--- config.mk ---
export PLATFORM = sky130hd
export DESIGN_NAME = keyword_content_scanner
export DESIGN_NICKNAME = d
export VERILOG_FILES = /design/src/kcs_pkg.sv /design/src/keyword_content_scanner.sv
export SDC_FILE = /design/constraint.sdc
export NUM_CORES = 1
export LEC_CHECK = 0
export ABC_AREA = 1
export BUFFER_PORTS_ARGS = -buffer_cell sky130_fd_sc_hd__clkbuf_2
export CAP_MARGIN = 20
export CORE_ASPECT_RATIO = 0.75
export CORE_MARGIN = 5
export CORE_UTILIZATION = 24
export DETAILED_ROUTE_END_ITERATION = 10
export GPL_TIMING_DRIVEN = 0
export MAX_ROUTING_LAYER = met4
export PLACE_DENSITY_LB_ADDON = 0.2
export SLEW_MARGIN = 40
export SYNTH_ARGS = -nofsm -noshare
export SYNTH_HDL_FRONTEND = slang
export SYNTH_SLANG_ARGS = --single-unit
--- constraint.sdc ---
create_clock -name clk -period 4.84 [get_ports clk]
set_input_delay 0 -clock clk [delete_from_list [all_inputs] [get_ports clk]]
set_output_delay 0 -clock clk [all_outputs]
set_load 0.02 [all_outputs]
--- src/kcs_pkg.sv ---
// Package for the keyword content scanner: transaction types, register
// indexes, verdict codes, keyword tables and the tail compare function.
// No dependencies.
package kcs_pkg;

	// Longest keyword in bytes; the compare window covers this many bytes.
	localparam int unsigned KW_MAX_LEN = 15;
	localparam int unsigned KW_NUM = 6;
	localparam int unsigned HALF_NUM = 4;
	localparam int unsigned WIN_W = 8 * KW_MAX_LEN;

	typedef struct packed {
		logic [7:0] data_byte;
		logic       last_byte;
	} item_t;

	typedef struct packed {
		logic       blocked;
		logic [3:0] block_reason;
	} result_t;

	typedef logic [1:0] cfg_index_t;
	typedef logic [5:0] cfg_data_t;

	localparam cfg_index_t CFG_PAIR_RULE_ENABLE = 2'd0;
	localparam cfg_index_t CFG_KEYWORD_MASK     = 2'd1;

	localparam logic [3:0] REASON_NONE      = 4'd0;
	localparam logic [3:0] REASON_PAIR_FIRST  = 4'd7;
	localparam logic [3:0] REASON_PAIR_SECOND = 4'd8;

	// Keyword text, right-justified so that byte k counted back from the
	// last character sits at bits [8k +: 8]. Unused upper bytes are zero.
	localparam logic [WIN_W-1:0] KW_TEXT [KW_NUM] = '{
		WIN_W'({"sponge", "bob"}),
		WIN_W'({"britney", " spears"}),
		WIN_W'({"paris", " hilton"}),
		WIN_W'({"norrk", "\303\266", "ping"}),
		WIN_W'("norrkoping"),
		WIN_W'("norrk&ouml;ping")
	};
	localparam logic [3:0] KW_LEN [KW_NUM] = '{4'd9, 4'd14, 4'd12, 4'd11, 4'd10, 4'd15};

	localparam logic [WIN_W-1:0] HALF_TEXT [HALF_NUM] = '{
		WIN_W'("paris"),
		WIN_W'("hilton"),
		WIN_W'("britney"),
		WIN_W'("spears")
	};
	localparam logic [3:0] HALF_LEN [HALF_NUM] = '{4'd5, 4'd6, 4'd7, 4'd6};

	// True when the window ends with the low len bytes of text; false when len is zero.
	function automatic logic tail_match(input logic [WIN_W-1:0] text,
			input logic [3:0] len, input logic [WIN_W-1:0] win);
		logic hit;
		hit = (len != 4'd0);
		for (int k = 0; k < KW_MAX_LEN; k++) begin
			if (4'(k) < len && text[8*k +: 8] != win[8*k +: 8]) begin
				hit = 1'b0;
			end
		end
		return hit;
	endfunction

endpackage

--- src/keyword_content_scanner.sv ---
// Keyword content scanner top level; depends on kcs_pkg.
// The verdict is in the output register in the cycle after the last byte is taken.
// Throughput: one byte per cycle; input stalls only while a verdict waits to be taken.
// Reset (arst_n low, asynchronous): registers return to pair rule on, all keywords
// enabled, empty history and clear flags; no result is pending.
module keyword_content_scanner #(
	parameter int unsigned WINDOW_BYTES  = 15,
	parameter int unsigned KEYWORD_COUNT = 6
) (
	input  logic               clk,
	input  logic               arst_n,
	input  logic               in_valid,
	output logic               in_stall,
	input  kcs_pkg::item_t     in_data,
	output logic               out_valid,
	input  logic               out_stall,
	output kcs_pkg::result_t   out_data,
	input  logic               cfg_valid,
	output logic               cfg_ready,
	input  kcs_pkg::cfg_index_t cfg_index,
	input  kcs_pkg::cfg_data_t  cfg_data
);
	import kcs_pkg::*;

	localparam int unsigned HIST_LEN = WINDOW_BYTES - 1;
	localparam logic [5:0] KW_LIVE = 6'((7'd1 << KEYWORD_COUNT) - 7'd1);

	logic        pair_en_q;
	logic [5:0]  kw_mask_q;
	logic [7:0]  hist_q [HIST_LEN];
	logic [5:0]  kw_seen_q;
	logic [3:0]  half_seen_q;
	logic        text_ended_q;
	logic        out_valid_q;
	result_t     out_data_q;

	logic        accept;
	logic        scan;
	logic [7:0]  folded;
	logic [WIN_W-1:0] win;
	logic [5:0]  kw_hit;
	logic [3:0]  half_hit;
	logic [5:0]  kw_all;
	logic [3:0]  half_all;
	logic [5:0]  kw_final;
	logic [3:0]  reason;

	assign cfg_ready = 1'b1;
	assign in_stall  = out_valid_q && out_stall;
	assign accept    = in_valid && !in_stall;
	assign out_valid = out_valid_q;
	assign out_data  = out_data_q;

	always_comb begin
		folded = in_data.data_byte;
		if (in_data.data_byte inside {[8'h41:8'h5A]}) begin
			folded = in_data.data_byte + 8'd32;
		end
	end

	assign scan = accept && !text_ended_q && (in_data.data_byte != 8'd0);

	// Window with the current byte at the bottom and older bytes above it.
	always_comb begin
		win[7:0] = folded;
		for (int k = 1; k < KW_MAX_LEN; k++) begin
			win[8*k +: 8] = hist_q[k-1];
		end
	end

	always_comb begin
		for (int i = 0; i < KW_NUM; i++) begin
			kw_hit[i] = KW_LIVE[i] && tail_match(KW_TEXT[i], KW_LEN[i], win);
		end
		for (int i = 0; i < HALF_NUM; i++) begin
			half_hit[i] = tail_match(HALF_TEXT[i], HALF_LEN[i], win);
		end
	end

	assign kw_all   = scan ? (kw_seen_q | kw_hit) : kw_seen_q;
	assign half_all = scan ? (half_seen_q | half_hit) : half_seen_q;
	assign kw_final = kw_all & kw_mask_q;

	// The lowest enabled keyword wins; the pair rules only apply when none is found.
	always_comb begin
		reason = REASON_NONE;
		if (pair_en_q && half_all[1:0] == 2'b11) begin
			reason = REASON_PAIR_FIRST;
		end else if (pair_en_q && half_all[3:2] == 2'b11) begin
			reason = REASON_PAIR_SECOND;
		end
		for (int i = KW_NUM - 1; i >= 0; i--) begin
			if (kw_final[i]) begin
				reason = 4'(i + 1);
			end
		end
	end

	always_ff @(posedge clk or negedge arst_n) begin
		if (!arst_n) begin
			pair_en_q <= 1'b1;
			kw_mask_q <= 6'h3F;
		end else if (cfg_valid && cfg_ready) begin
			case (cfg_index)
				CFG_PAIR_RULE_ENABLE: pair_en_q <= cfg_data[0];
				CFG_KEYWORD_MASK:     kw_mask_q <= cfg_data;
				default: ;
			endcase
		end
	end

	always_ff @(posedge clk or negedge arst_n) begin
		if (!arst_n) begin
			for (int k = 0; k < HIST_LEN; k++) begin
				hist_q[k] <= 8'd0;
			end
			kw_seen_q    <= '0;
			half_seen_q  <= '0;
			text_ended_q <= 1'b0;
		end else if (accept && in_data.last_byte) begin
			for (int k = 0; k < HIST_LEN; k++) begin
				hist_q[k] <= 8'd0;
			end
			kw_seen_q    <= '0;
			half_seen_q  <= '0;
			text_ended_q <= 1'b0;
		end else if (accept) begin
			if (scan) begin
				hist_q[0] <= folded;
				for (int k = 1; k < HIST_LEN; k++) begin
					hist_q[k] <= hist_q[k-1];
				end
			end
			kw_seen_q   <= kw_all;
			half_seen_q <= half_all;
			if (!text_ended_q && in_data.data_byte == 8'd0) begin
				text_ended_q <= 1'b1;
			end
		end
	end

	always_ff @(posedge clk or negedge arst_n) begin
		if (!arst_n) begin
			out_valid_q <= 1'b0;
		end else if (accept && in_data.last_byte) begin
			out_valid_q <= 1'b1;
		end else if (!out_stall) begin
			out_valid_q <= 1'b0;
		end
	end

	always_ff @(posedge clk) begin
		if (accept && in_data.last_byte) begin
			out_data_q.blocked      <= (reason != REASON_NONE);
			out_data_q.block_reason <= reason;
		end
	end

`ifndef NO_ASSERTIONS
	a_verdict_follows_last: assert property (@(posedge clk) disable iff (!arst_n)
		(accept && in_data.last_byte) |=> out_valid)
		else $error("verdict missing after last byte");

	a_state_cleared: assert property (@(posedge clk) disable iff (!arst_n)
		(accept && in_data.last_byte) |=>
		(kw_seen_q == 6'd0 && half_seen_q == 4'd0 && !text_ended_q))
		else $error("message state not cleared after last byte");

	a_blocked_consistent: assert property (@(posedge clk) disable iff (!arst_n)
		out_valid |-> (out_data.blocked == (out_data.block_reason != REASON_NONE)))
		else $error("blocked flag disagrees with reason");

	a_reason_range: assert property (@(posedge clk) disable iff (!arst_n)
		out_valid |-> (out_data.block_reason <= REASON_PAIR_SECOND))
		else $error("reason code out of range");

	a_only_live_keywords: assert property (@(posedge clk) disable iff (!arst_n)
		(kw_seen_q & ~KW_LIVE) == 6'd0)
		else $error("flag set for keyword beyond count");
`endif

endmodule

==> metrics.md <==
| Metric | Value |
|---|---|
| Status | finished, final reports clean |
| Vias/cell | 4.64 |
| First-pass DRT Iterations | 7 |
| Max Slew Vio Count | 0 |
| Final WL | 20.4 mm |
| Cells along the critical path | dlygate4sd3_1 -> clkbuf_2 -> nor2_1 -> nand3_2 -> nand4_1 -> nand2_1 -> nor2_1 -> nand3_2 -> o21bai_1 -> nand2_1 -> nand2_1 -> nor2_1 -> nand2_1 -> nand2_1 -> nor2_1 -> nand2_1 |
| Total I/O pin count | 30 |
| Clock share of power | 48.2% |
| Final setup viols | 0 |
| FF-to-FF Start | hist_q[79] |
| Placer Congestion | 0.869 |
| Area growth syn-to-layout | 21.6% |
| Post-synthesis sequential area ratio | 52.0% |
| Global-route wire length before repair | 33.0 mm |
| Syn_nets | 819 |
| CP Launch Type | input port |
| CTS tree | done |
| Worst Tran Pin Value | 746 ps |
| Clock root cell | clkbuf_16 |
| Vias in the first global route | 5728 |
| Pwr Total | 2.75 mW |
| Post-synth EDFFs | 5 |
| Input/output buffers | 28 |
| Hold crit path type | in -> async |
| Ranking of synthesized cells by area | dfrtp_1 47%, o22ai_1 9.9%, inv_1 7.3% |
| CTS sink count | 136 |
| Crit path time final | 2470 ps |
| Final Cycle Share | 51.1% |
| Asr flop ratio synth | 96.3% |
| Final Hold Vio Count | 0 |
| Cell count after synthesis | 796 |
| Sequential share of power | 43.6% |
| Die width | 202 um |
| WP data arrival | 2650 ps |
| Cell family with most CP delay | simple AND/OR/NAND/NOR gates |
| Yosys reg bits | 136 |
| Max Freq | 0.404 GHz |
| Netlist cell types | 39 |
| Reg2Reg Depth | 13 |
| Gr usage total | 13.9% |
| FP Rows | 52 |
| Worst endpoint required time | 5020 ps |
| Biggest area consumer among synthesized cells | dfrtp_1 |
| Mapped Area | 0.00661 mm2 |
| Crit Path Category | in -> reg |
| Slew margin rel. | 50.2% |
| Sw power | 702 uW |
| Cell Pwr Density | 342 mW/mm2 |
| CTS buffer count | 17 |
| Drt wl/cell | 16.7 um |
| Antenna cells | 0 |
| Largest net degree at the start of global routing | 61 |
| Ys Warns | 0 |
| Most numerous cell in the Yosys netlist | inv_1 |
| Via Count | 5700 |
| Leak | 3.43 nW |
| Bufs and invs on worst path | 2 |
| Area fraction of the dominant cell type after synthesis | 46.9% |
| Number of remaining DRC errors | 0 |
| H-tree depth | 4 |
| Grt total ovfl | 0 |
| Net Sw Frac | 25.5% |
| Core area | 0.0271 mm2 |
| Layout cell share with drive strength beyond 1 | 14.6% |
| Antenna Nets Post-Route | 0 |
| FILL cells | 2936 |
| Combinational Power Share | 8.3% |
| Critical Path Fanout Max | 5 |
| Max-cap violations | 0 |
| Peak VDD IR | 0.259 mV |
| Initial antenna violation count | 0 |
| Setup WS pre-CTS | 2430 ps |
| Clock latency on the worst-skew pair | 430 ps |
| Crit Reg-Reg Endpoint | out_data[4] |
| DIE AREA | 0.0310 mm2 |
| Setup TNS | 0 ps |
| Nets@finish | 887 |
| Starting Density | 24.4% |
| Cell mode on critical path | nand2_1 |
| Dominant synthesized flop cell | dfrtp_1 |
| Layout Skew | 11.8 ps |
| Min setup slack post-route | 2370 ps |
| R2R setup slack | 2430 ps |
| Post-CTS Setup Inserts | 0 |
| Internal Power | 2.05 mW |
| DRT iter0 DRCs | 358 |
| CTS max path bufs | 2 |
| Clock transition at path regs | 60 ps |
| Most frequent cells after synthesis | 128 x inv_1, 124 x dfrtp_1, 119 x nand2_1 |
| Die height | 154 um |
| CP endpoint kind | flip-flop |
| Post-DP HPWL | 15.7 mm |
| CP max-delay cell | dlygate4sd3_1 |
| RSZ-0062 raised after global routing | false |
| Syn Area/Cell | 8.31 um2 |
| Worst path max stage delay | 540 ps |
-- logic make-up (layout without fill, tap and decap cells) --
logic type / count (synthesis) / after routing / synth area share, %
other cells: 1 / 1 / 0.0567
flops: 136 / 136 / 52.0
buf+inv: 175 / 256 / 10.3
simple gates: 351 / 351 / 24.8
compound gates: 127 / 127 / 11.8
fa+ha+maj: 1 / 1 / 0.189
mux: 5 / 5 / 0.851
-- layout make-up --
cell class                      instances  area (um2)  area share (%)
Clock inverter                         11         123            1.53
Clock buffer                           21         472            5.87
Tap cell                              351         439            5.46
Buffer                                 26         121            1.51
Multi-Input combinational cell        485        2490            31.0
Timing Repair Buffer                   49         394            4.90
Inverter                              149         561            6.97
Sequential cell                       136        3440            42.7
-- routing by layer --
metal,share of wire [%],up-vias,track usage (%)
met5,0,-,-
met4,0.61,0,2.21
met3,5.3,13,4.06
met2,39,91,18.0
met1,55,2811,21.5
li1,-,2785,-
-- registers in the layout, summed over array words and instances (netlist names) --
register,flops
text_ended_q,1
hist_q,112
half_seen_q,4
pair_en_q,1
out_data,5
kw_seen_q,6
out_valid,1
kw_mask_q,6
-- worst register-to-register path, stage by stage, from the launching register on --
cell and delay (ps):
dfrtp_1 380, inv_1 100, nand2_1 80, nor3_1 400, and2_1 250, nand4_1 120
nor2_1 140, nand2_1 120, a21boi_2 220, nor2_1 90, nand2_1 90, nand2_1 50
nor2_1 70, nand2_1 60
-- worst max-delay path by stage --
| stage | from | endpoint | slack [ps] | cells past startpoint |
|---|---|---|---|---|
| after floorplan | out_valid | out_data[4] | 2830 | 15 |
| after global placement | arst_n | hist_q[105] | 1360 | 1 |
| after detailed placement | hist_q[79] | out_data[4] | 2430 | 13 |
| after CTS | hist_q[79] | out_data[4] | 2400 | 13 |
| after global routing | hist_q[79] | out_data[4] | 2030 | 16 |
| final | in_data[3] | out_data[4] | 2370 | 16 |
-- metrics by stage --
step                cells  util, %  hold slack (ps)  cell area [um2]
floorplan             796        -             -296             6610
global placement     1175     26.6              191             7190
detailed placement   1177     26.8            -98.2             7260
CTS                  1228     29.7             13.6             8040
global route         1228     29.7             37.5             8040
finish               1228     29.7             15.2             8040
-- power by group through the flow --
stage / logic [mW] / clock network [mW] / registers, mW
floorplan: 0.120 / 0 / 1.22
global placement: 0.210 / 0 / 1.22
detailed placement: 0.215 / 0 / 1.22
CTS: 0.229 / 1.35 / 1.20
global route: 0.253 / 1.40 / 1.20
finish: 0.227 / 1.33 / 1.20
-- placed cells by master (no fill, tap or decap), types with 3 or more instances in the layout --
master	n
clkinv_4	4
inv_2	20
o21ai_0	8
nand3_2	3
dlygate4sd3_1	19
edfxtp_1	5
inv_1	128
nor2_4	4
nand2_1	119
nand4_1	28
o22ai_1	105
a21oi_1	10
and2_1	3
nand3_1	45
clkbuf_2	27
clkinv_2	5
buf_2	10
dfstp_2	7
nor2_1	103
nor3_1	26
clkbuf_16	18
dfrtp_1	124
buf_1	5
clkbuf_1	11
nand2_2	6
mux2_2	5
-- timing repair --
| action | in CTS | in global routing |
|---|---|---|
| hold buffers | 19 | 0 |
| gates resized for setup | 0 | 0 |
| hold endpoints to repair | 141 | 0 |
| endpoints found under the setup margin | 0 | 0 |
(Power assumes the default switching activity.)
